File: config.mk
export PLATFORM = sky130hd
export DESIGN_NAME = tiled_texel_fetch_convert
export DESIGN_NICKNAME = d
export VERILOG_FILES = /design/src/hdl/ttfc_pkg.sv /design/src/hdl/tiled_texel_fetch_convert.sv
export SDC_FILE = /design/constraint.sdc
export NUM_CORES = 1
export LEC_CHECK = 0
export ABC_AREA = 1
export BUFFER_PORTS_ARGS = -buffer_cell sky130_fd_sc_hd__clkbuf_2
export CAP_MARGIN = 20
export CORE_ASPECT_RATIO = 1.25
export CORE_UTILIZATION = 60
export DETAILED_ROUTE_END_ITERATION = 16
export GPL_ROUTABILITY_DRIVEN = 0
export PLACE_DENSITY = 0.8
export REMOVE_ABC_BUFFERS = 1
export SLEW_MARGIN = 5
export SYNTH_ARGS = -nofsm -noshare
export SYNTH_HDL_FRONTEND = slang
export SYNTH_SLANG_ARGS = --single-unit
File: constraint.sdc
create_clock -name clk_i -period 10.5 [get_ports clk_i]
set_input_delay 0 -clock clk_i [delete_from_list [all_inputs] [get_ports clk_i]]
set_output_delay 0 -clock clk_i [all_outputs]
set_load 0.02 [all_outputs]
File: src/hdl/ttfc_pkg.sv
`timescale 1ns / 1ps

package ttfc_pkg;

  localparam int unsigned CoordBitsDefault = 13;
  localparam int unsigned CfgDataW = 14;
  localparam int unsigned CfgIndexW = 3;

  localparam logic [CfgIndexW-1:0] CFG_FRAME_WIDTH  = 3'd0;
  localparam logic [CfgIndexW-1:0] CFG_PITCH_PIXELS = 3'd1;
  localparam logic [CfgIndexW-1:0] CFG_TILED_LAYOUT = 3'd2;
  localparam logic [CfgIndexW-1:0] CFG_ENDIAN_MODE  = 3'd3;
  localparam logic [CfgIndexW-1:0] CFG_TEXEL_FORMAT = 3'd4;

  localparam logic [5:0] FMT_8888      = 6'd6;
  localparam logic [5:0] FMT_1010102   = 6'd7;
  localparam logic [5:0] FMT_8888_A    = 6'd14;
  localparam logic [5:0] FMT_8888_W    = 6'd50;
  localparam logic [5:0] FMT_1010102_W = 6'd54;

  localparam logic [13:0] FRAME_WIDTH_RESET = 14'd1280;
  localparam logic [5:0]  TEXEL_FORMAT_RESET = FMT_8888;

  typedef enum logic [1:0] {
    ENDIAN_NONE   = 2'd0,
    ENDIAN_SWAP16 = 2'd1,
    ENDIAN_SWAP32 = 2'd2,
    ENDIAN_HALVES = 2'd3
  } endian_e;

  function automatic logic [31:0] undo_endian(input logic [31:0] w, input endian_e mode);
    logic [31:0] r;
    unique case (mode)
      ENDIAN_SWAP16: r = {w[23:16], w[31:24], w[7:0], w[15:8]};
      ENDIAN_SWAP32: r = {w[7:0], w[15:8], w[23:16], w[31:24]};
      ENDIAN_HALVES: r = {w[15:0], w[31:16]};
      default:       r = w;
    endcase
    return r;
  endfunction

  // Tiled offset given the macro-tile row product (y / 32) * macro tiles per row.
  function automatic logic [31:0] tile_offset(input logic [31:0] x, input logic [31:0] y,
                                              input logic [31:0] row_prod);
    logic [31:0] macro;
    logic [31:0] micro;
    logic [31:0] base;
    logic [31:0] bank;
    macro = ((x >> 5) + row_prod) << 9;
    micro = ((x & 32'd7) + ((y & 32'd6) << 2)) << 2;
    base  = macro + ((micro & ~32'd15) << 1) + (micro & 32'd15)
          + ((y & 32'd8) << 5) + ((y & 32'd1) << 4);
    bank  = ((((y & 32'd8) >> 2) + (x >> 3)) & 32'd3) << 6;
    return ((base & ~32'd511) << 3) + ((base & 32'd448) << 2) + (base & 32'd63)
         + ((y & 32'd16) << 7) + bank;
  endfunction

endpackage

File: src/hdl/tiled_texel_fetch_convert.sv
`timescale 1ns / 1ps

// A taken request passes the input, stage-two and result registers before the result strobe rises.
// Throughput: one request per clock; busy stays low and the block never stalls.
// The three stages are the input register, the shared coordinate multiplier and the
// offset adders, which end in the result register.
// Reset clears the stage valid bits and loads the register defaults.
module tiled_texel_fetch_convert #(
  parameter int unsigned COORD_BITS = ttfc_pkg::CoordBitsDefault
) (
  input  logic                           clk_i,
  input  logic                           rst_ni,
  input  logic                           start,
  output logic                           busy,
  input  logic [COORD_BITS-1:0]          pixel_x_i,
  input  logic [COORD_BITS-1:0]          pixel_y_i,
  input  logic [31:0]                    raw_texel_i,
  output logic                           done_o,
  output logic [31:0]                    byte_offset_o,
  output logic [31:0]                    pixel_bgra_o,
  output logic                           format_supported_o,
  input  logic                           cfg_valid_i,
  output logic                           cfg_ready_o,
  input  logic [ttfc_pkg::CfgIndexW-1:0] cfg_index_i,
  input  logic [ttfc_pkg::CfgDataW-1:0]  cfg_data_i
);
  import ttfc_pkg::*;

  localparam int unsigned ProdW = COORD_BITS + CfgDataW;

  logic [13:0] frame_width_q;
  logic [13:0] pitch_pixels_q;
  logic        tiled_layout_q;
  endian_e     endian_mode_q;
  logic [5:0]  texel_format_q;

  logic                  s1_valid_q;
  logic [COORD_BITS-1:0] s1_x_q;
  logic [COORD_BITS-1:0] s1_y_q;
  logic [31:0]           s1_word_q;

  logic                  s2_valid_q;
  logic [COORD_BITS-1:0] s2_x_q;
  logic [COORD_BITS-1:0] s2_y_q;
  logic [ProdW-1:0]      s2_prod_q;
  logic [ProdW-1:0]      s2_prod_d;
  logic [31:0]           s2_pixel_q;
  logic [31:0]           s2_pixel_d;
  logic                  s2_supported_q;
  logic                  s2_supported_d;

  logic        out_valid_q;
  logic [31:0] out_offset_q;
  logic [31:0] out_offset_d;
  logic [31:0] out_pixel_q;
  logic        out_supported_q;

  logic                  accept;
  logic [13:0]           pitch;
  logic [14:0]           pitch_round;
  logic [13:0]           tiles_per_row;
  logic [COORD_BITS-1:0] mul_a;
  logic [13:0]           mul_b;
  logic [31:0]           texel;
  logic [31:0]           linear_sum;

  assign busy        = 1'b0;
  assign cfg_ready_o = 1'b1;
  assign accept      = start && !busy;

  always_ff @(posedge clk_i or negedge rst_ni) begin
    if (!rst_ni) begin
      frame_width_q  <= FRAME_WIDTH_RESET;
      pitch_pixels_q <= '0;
      tiled_layout_q <= 1'b1;
      endian_mode_q  <= ENDIAN_NONE;
      texel_format_q <= TEXEL_FORMAT_RESET;
    end else if (cfg_valid_i && cfg_ready_o) begin
      unique case (cfg_index_i)
        CFG_FRAME_WIDTH:  frame_width_q  <= cfg_data_i;
        CFG_PITCH_PIXELS: pitch_pixels_q <= cfg_data_i;
        CFG_TILED_LAYOUT: tiled_layout_q <= cfg_data_i[0];
        CFG_ENDIAN_MODE:  endian_mode_q  <= endian_e'(cfg_data_i[1:0]);
        CFG_TEXEL_FORMAT: texel_format_q <= cfg_data_i[5:0];
        default: ;
      endcase
    end
  end

  always_ff @(posedge clk_i or negedge rst_ni) begin
    if (!rst_ni) begin
      s1_valid_q  <= 1'b0;
      s2_valid_q  <= 1'b0;
      out_valid_q <= 1'b0;
    end else begin
      s1_valid_q  <= accept;
      s2_valid_q  <= s1_valid_q;
      out_valid_q <= s2_valid_q;
    end
  end

  // Stage two: one multiplier serves both layouts.
  always_comb begin
    pitch         = (pitch_pixels_q != '0) ? pitch_pixels_q : frame_width_q;
    pitch_round   = {1'b0, pitch} + 15'd31;
    tiles_per_row = {4'd0, pitch_round[14:5]};
    mul_a         = tiled_layout_q ? (s1_y_q >> 5) : s1_y_q;
    mul_b         = tiled_layout_q ? tiles_per_row : pitch;
    s2_prod_d     = ProdW'(mul_a) * ProdW'(mul_b);
  end

  always_comb begin
    texel = undo_endian(s1_word_q, endian_mode_q);
    unique case (texel_format_q)
      FMT_1010102, FMT_1010102_W: begin
        // Two-bit alpha times 85 is the pair repeated four times.
        s2_pixel_d     = {{4{texel[31:30]}}, texel[9:2], texel[19:12], texel[29:22]};
        s2_supported_d = 1'b1;
      end
      FMT_8888, FMT_8888_A, FMT_8888_W: begin
        s2_pixel_d     = {texel[31:24], texel[7:0], texel[15:8], texel[23:16]};
        s2_supported_d = 1'b1;
      end
      default: begin
        s2_pixel_d     = '0;
        s2_supported_d = 1'b0;
      end
    endcase
  end

  always_comb begin
    linear_sum = 32'(s2_prod_q) + 32'(s2_x_q);
    if (tiled_layout_q) begin
      out_offset_d = tile_offset(32'(s2_x_q), 32'(s2_y_q), 32'(s2_prod_q));
    end else begin
      out_offset_d = linear_sum << 2;
    end
  end

  always_ff @(posedge clk_i) begin
    if (accept) begin
      s1_x_q    <= pixel_x_i;
      s1_y_q    <= pixel_y_i;
      s1_word_q <= raw_texel_i;
    end
    s2_x_q          <= s1_x_q;
    s2_y_q          <= s1_y_q;
    s2_prod_q       <= s2_prod_d;
    s2_pixel_q      <= s2_pixel_d;
    s2_supported_q  <= s2_supported_d;
    out_offset_q    <= out_offset_d;
    out_pixel_q     <= s2_pixel_q;
    out_supported_q <= s2_supported_q;
  end

  assign done_o             = out_valid_q;
  assign byte_offset_o      = out_offset_q;
  assign pixel_bgra_o       = out_pixel_q;
  assign format_supported_o = out_supported_q;

  a_accept_gives_result: assert property (@(posedge clk_i) disable iff (!rst_ni)
    accept |=> ##2 done_o)
    else $error("Taken request did not produce a result three cycles later.");

  a_no_request_no_result: assert property (@(posedge clk_i) disable iff (!rst_ni)
    !accept |=> ##2 !done_o)
    else $error("Result strobe without a matching request.");

  a_unsupported_zero: assert property (@(posedge clk_i) disable iff (!rst_ni)
    (done_o && !format_supported_o) |-> (pixel_bgra_o == 32'd0))
    else $error("Unsupported format produced a nonzero pixel.");

  a_offset_aligned: assert property (@(posedge clk_i) disable iff (!rst_ni)
    done_o |-> (byte_offset_o[1:0] == 2'b00))
    else $error("Byte offset is not texel aligned.");

endmodule

==> impl_metrics.env, run 1 <==
export IMPL_hold_path_class="in -> async"
export IMPL_worstSetupEndpointType="flop"
export IMPL_r2r_start="pitch_pixels_q[2]$_DFFE_PN0P_"
export IMPL_timing_rr_end="s2_prod_q[17]$_DFF_P_"
export IMPL_num_vias=13800
export IMPL_leakage_uw=0.00904
export IMPL_max_freq_ghz=0.139
export IMPL_die_y_um=183
export IMPL_drc=0
export IMPL_maxCapViolations=0
export IMPL_p_per_area_nw_per_um2=337
export IMPL_start_util_pct=61.8
export IMPL_synthArstFlopShare_pct=16.7
export IMPL_grtUsageTotal_pct=32.8
export IMPL_status="finished, final reports clean"
export IMPL_htreeDepth=1
export IMPL_relSlewSlack_pct=35.4
export IMPL_clock_latency_ns=0.54
export IMPL_syn_area_sq_um=15700
export IMPL_io_pins=147
export IMPL_syn_inst=1840
export IMPL_yosysTopAreaCell="dfxtp_1"
export IMPL_die_width_um=147
export IMPL_grt_pass1_vias=13800
export IMPL_io_buffer_count=142
export IMPL_setup_viol=0
export IMPL_wl_per_cell_um=18.0
export IMPL_grt_max_degree=63
export IMPL_first_pass_iters=7
export IMPL_cts_clk_slew_worst_paths_ns=0.06
export IMPL_multi_input_area_sq_um=8680
export IMPL_peakVddDrop_mv=0.309
export IMPL_seq_area_frac_synth_pct=35.4
export IMPL_ant_nets=0
export IMPL_final_area_sq_um=18200
export IMPL_synth_seq_cells=239
export IMPL_tns_ns=0
export IMPL_drt_iter0_markers=1119
export IMPL_worst_pin_slew_ns=0.964
export IMPL_synth_edff_count=58
export IMPL_synthTopCellsByCount="nand2_1, inv_1, nor2_1"
export IMPL_final_min_clock_period_ns=7.18
export IMPL_dieArea_sq_um=26900
export IMPL_hold_viol=0
export IMPL_timing_worst_setup_path_type="reg -> reg"
export IMPL_start_kind="flop"
export IMPL_slew_viol_final=0
export IMPL_clock_path_buffers=3
export IMPL_slowest_delay_ns=0.55
export IMPL_crit_required_ns=10.92
export IMPL_crit_slowest_cell="fa_1"
export IMPL_power_uw=6130
export IMPL_regArea_sq_um=5570
export IMPL_r2r_slack_ns=3.32
export IMPL_cts_root_buf="clkbuf_16"
export IMPL_antenna_found_initial=0
export IMPL_yosysWarningCount=0
export IMPL_yosysUniqueCellTypes=50
export IMPL_num_antenna_cells=0
export IMPL_synth_flop_cell="dfxtp_1"
export IMPL_core_sq_um=25500
export IMPL_crit_fanout=14
export IMPL_r2r_cells=30
export IMPL_yosysMostFrequentCell="nand2_1"
export IMPL_fin_hold_ws_ns=0.145
export IMPL_synth_top_area_share_pct=18.0
export IMPL_syn_avg_cell_area_sq_um=8.54
export IMPL_cts_repair_resized=0
export IMPL_area_growth_pct=15.9
export IMPL_avgViaCountPerCell=5.73
export IMPL_overflow=0
export IMPL_clock_skew_ns=0.0144
export IMPL_crit_arrival_ns=7.60
export IMPL_cts_tree="done"
export IMPL_rows=65
export IMPL_hpwl_um=31500
export IMPL_clock_sinks=239
export IMPL_synth_area_leaders="dfxtp_1, fa_1, edfxtp_1"
export IMPL_routed_wl_um=43300
export IMPL_crit_top_cell="nand2_1"
export IMPL_place_area_sq_um=16700
export IMPL_numCtsBuffers=23
export IMPL_fin_crit_sh_pct=68.4
export IMPL_rsz0062_at_grt="no"
export IMPL_nets=2359
export IMPL_drive_above_1_share_pct=10.7
export IMPL_n_fill_cell=1840
export IMPL_grt_pass1_wl_um=69400
flip-flops by register name, summed over array words and instances (netlist names):
signal	flops
done_o	1
pitch_pixels_q	14
tiled_layout_q	1
s2_x_q	13
endian_mode_q	2
s1_y_q	13
s2_supported_q	1
s2_pixel_q	32
format_supported_o	1
s1_valid_q	1
s1_x_q	13
texel_format_q	6
frame_width_q	14
s2_valid_q	1
pixel_bgra_o	32
s2_y_q	5
s2_prod_q	27
byte_offset_o	30
s1_word_q	32
layer usage:
metal	vias up	GRT usage, %	wire length, um
li1	6298	-	-
met1	6372	36.6	15100
met2	868	58.4	21500
met3	245	6.39	3890
met4	0	18.5	2860
met5	-	0	0
power by group:
part,switching [uW],total [uW],internal (uW)
registers,140,1320,1180
logic,2580,4050,1470
clock network,365,773,408
worst max-delay path by stage:
stage / startpoint / end / slack, ns / cells after the start
global route: pitch_pixels_q[13]$_DFFE_PN0P_ / s2_prod_q[17]$_DFF_P_ / 2.87 / 29
global placement: pitch_pixels_q[11]$_DFFE_PN0P_ / s2_prod_q[17]$_DFF_P_ / 3.59 / 29
finish: pitch_pixels_q[2]$_DFFE_PN0P_ / s2_prod_q[17]$_DFF_P_ / 3.32 / 30
CTS: pitch_pixels_q[11]$_DFFE_PN0P_ / s2_prod_q[17]$_DFF_P_ / 3.42 / 29
detailed placement: pitch_pixels_q[11]$_DFFE_PN0P_ / s2_prod_q[17]$_DFF_P_ / 3.43 / 29
floorplan: tiled_layout_q$_DFFE_PN1P_ / s2_prod_q[17]$_DFF_P_ / 3.08 / 19
layout by cell type, fill, tap and decap left out, types with 81 or more instances in the layout:
cell type | synthesis | layout
a21oi_1 | 90 | 90
clkbuf_2 | 0 | 142
dfxtp_1 | 141 | 141
dlygate4sd3_1 | 0 | 81
fa_1 | 134 | 134
ha_1 | 93 | 93
inv_1 | 338 | 338
nand2_1 | 346 | 346
nand3_1 | 84 | 84
nor2_1 | 149 | 149
o21ai_0 | 136 | 136
cells by family after synthesis:
| kind of cell | synth area share, % |
|---|---|
| buf+inv | 9.45 |
| flops | 35.4 |
| fa+ha+maj | 24.5 |
| xor+xnor | 1.89 |
| other cells | 0.0478 |
| compound gates | 11.5 |
| simple gates | 17.2 |
critical path, delay by kind of cell (launching register included):
kind                     cells  cell delay [ns]
XOR/XNOR                     1             0.16
AO/OA/AOI/OAI                4             1.04
adder cells (fa/ha/maj)      6             2.89
AND/OR/NAND/NOR             14             2.09
flip-flops                   1             0.40
buffers and inverters        5             0.47
repair_timing:
item,CTS,global route
setup buffers,0,0
hold buffers,81,0
hold endpoints to repair,133,0
final cells by class:
class | count | area share, %
Inverter | 342 | 7.04
Timing Repair Buffer | 230 | 8.64
Sequential cell | 239 | 30.6
Tap cell | 335 | 2.30
Multi-Input combinational cell | 1217 | 47.6
Clock inverter | 17 | 0.625
Clock buffer | 25 | 3.20
metrics by stage:
step                      instances  util [%]  worst slack (ns)
after floorplan                1798         -              3.08
after detailed placement       2282      65.7              3.43
after global placement         2282      65.7              3.59
final                          2405      71.6              3.32
after CTS                      2405      71.6              3.42
after global routing           2405      71.6              2.87
(Power assumes the default switching activity.)
==> inputs of run 2 (changes only) <==
Settings changed: CORE_UTILIZATION 60 to 55, PLACE_DENSITY 0.8 to 0.77.
Clock period 10.5 ns to 6 ns, I/O delays scaled along.
==> impl_metrics.env, run 2 (synthesis gave the netlist of run 1 again) <==
export IMPL_status="finished with violations"
export IMPL_violations="negative setup slack"
export IMPL_clock_skew_ns=0.0223
export IMPL_overflow=0
export IMPL_cts_root_buf="clkbuf_16"
export IMPL_crit_required_ns=6.41
export IMPL_timing_worst_setup_path_type="reg -> reg"
export IMPL_first_pass_iters=7
export IMPL_mostFrequentLayoutCells="inv_1, nand2_1, buf_4, clkbuf_2, dfxtp_1"
export IMPL_die_y_um=191
export IMPL_hpwl_um=32600
export IMPL_dieArea_sq_um=29300
export IMPL_cts_tree="done"
export IMPL_multi_input_area_sq_um=9630
export IMPL_grt_pass1_wl_um=72100
export IMPL_start_kind="flop"
export IMPL_crit_top_cell="fa_1"
export IMPL_io_pins=147
export IMPL_nets=2532
export IMPL_grtUsageTotal_pct=31.3
export IMPL_htreeDepth=1
export IMPL_avgViaCountPerCell=5.85
export IMPL_rsz0062_at_grt="yes"
export IMPL_relSlewSlack_pct=36.8
export IMPL_slew_viol_final=0
export IMPL_hold_viol=0
export IMPL_maxCapViolations=0
export IMPL_antenna_found_initial=1
export IMPL_regArea_sq_um=5570
export IMPL_setup_ws_ns=-0.348
export IMPL_worst_pin_slew_ns=0.948
export IMPL_crit_fanout=7
export IMPL_core_sq_um=27800
export IMPL_post_place_ws_ns=-0.336
export IMPL_hold_path_class="in -> reg"
export IMPL_clock_latency_ns=0.56
export IMPL_final_area_sq_um=20800
export IMPL_layout_commonest_cell="inv_1"
export IMPL_num_vias=15200
export IMPL_n_fill_cell=1699
export IMPL_drive_above_1_share_pct=25.6
export IMPL_ant_nets=0
export IMPL_crit_slowest_cell="fa_1"
export IMPL_rows=68
export IMPL_cts_clk_slew_worst_paths_ns=0.06
export IMPL_drc=0
export IMPL_start_util_pct=56.5
export IMPL_grt_max_degree=62
export IMPL_io_buffer_count=142
export IMPL_routed_wl_um=50700
export IMPL_place_area_sq_um=17700
export IMPL_slowest_delay_ns=0.55
export IMPL_worstSetupEndpointType="flop"
export IMPL_wl_per_cell_um=19.5
export IMPL_die_width_um=153
export IMPL_max_freq_ghz=0.158
export IMPL_setup_viol=12
export IMPL_drt_iter0_markers=1274
export IMPL_post_route_util_pct=74.7
export IMPL_final_min_clock_period_ns=6.35
export IMPL_area_growth_pct=32.2
export IMPL_crit_arrival_ns=6.76
export IMPL_numCtsBuffers=25
export IMPL_clock_sinks=239
export IMPL_grt_pass1_vias=14900
export IMPL_fin_crit_sh_pct=106
export IMPL_clock_path_buffers=3
-- run 2: routing by layer --
metal  wire [um]  global-route usage (%)  up-vias
li1            -                       -     6651
met1       16900                    33.0     7140
met2       25600                    58.6     1015
met3        3930                    4.13      373
met4        4310                    20.0        0
met5           0                       0        -
-- run 2: final timing paths --
check	from	slack, ns	cells past startpoint	endpoint
max	pitch_pixels_q[9]$_DFFE_PN0P_	-0.35	32	s2_prod_q[25]$_DFF_P_
min	start	0.04	2	s1_valid_q$_DFF_PN0_
max reg2reg	pitch_pixels_q[9]$_DFFE_PN0P_	-0.35	32	s2_prod_q[25]$_DFF_P_
min reg2reg	s2_pixel_q[22]$_SDFF_PN0_	0.32	0	pixel_bgra_o[22]$_DFF_P_
max in group asynchronous	rst_ni	5.27	2	frame_width_q[5]$_DFFE_PN0P_
min in group asynchronous	rst_ni	0.14	2	frame_width_q[7]$_DFFE_PN0P_
-- run 2: final cells by class --
class / count / share of cell area, %
multi-input cells: 1217 / 46.3
flip-flops and latches: 239 / 26.8
repair buffers: 401 / 14.5
inverters: 342 / 6.21
clock buffers: 34 / 3.37
well taps: 350 / 2.11
clock inverters: 12 / 0.668
diodes: 1 / 0.0120
-- run 2: through the flow --
step / setup TNS (ns) / instances / hold WS (ns)
5_1_grt: -4.68 / 2596 / 0.0817
6_report: -1.72 / 2596 / 0.0448
3_5_place_dp: -2.63 / 2419 / 0.179
3_3_place_gp: -0.784 / 2418 / 0.177
4_1_cts: -0.0179 / 2566 / 0.0380
2_1_floorplan: -17.09 / 1798 / -0.296
-- run 2: what timing repair did --
action / in CTS / in global routing
hold endpoints to repair: 130 / 0
cloned: 1 / 1
pin swaps: 58 / 110
hold buffers: 82 / 0
endpoints found under the setup margin: 14 / 17
setup buffers: 18 / 33
gates resized for setup: 92 / 174
-- run 2: critical path, delay by kind of cell (launching register included) --
kind                       cells  cell delay (ns)
xor gates and xnor gates       1             0.22
AOI/OAI and AO/OA              5             0.98
adders and majority gates      6             2.81
buffers and inverters         10             0.90
DFF                            1             0.34
and+or+nand+nor               10             0.98
Power of run 2 is left out: the tool's default activity adds up to more than one toggle a clock period on the data nets, which glitch-free logic cannot reach.
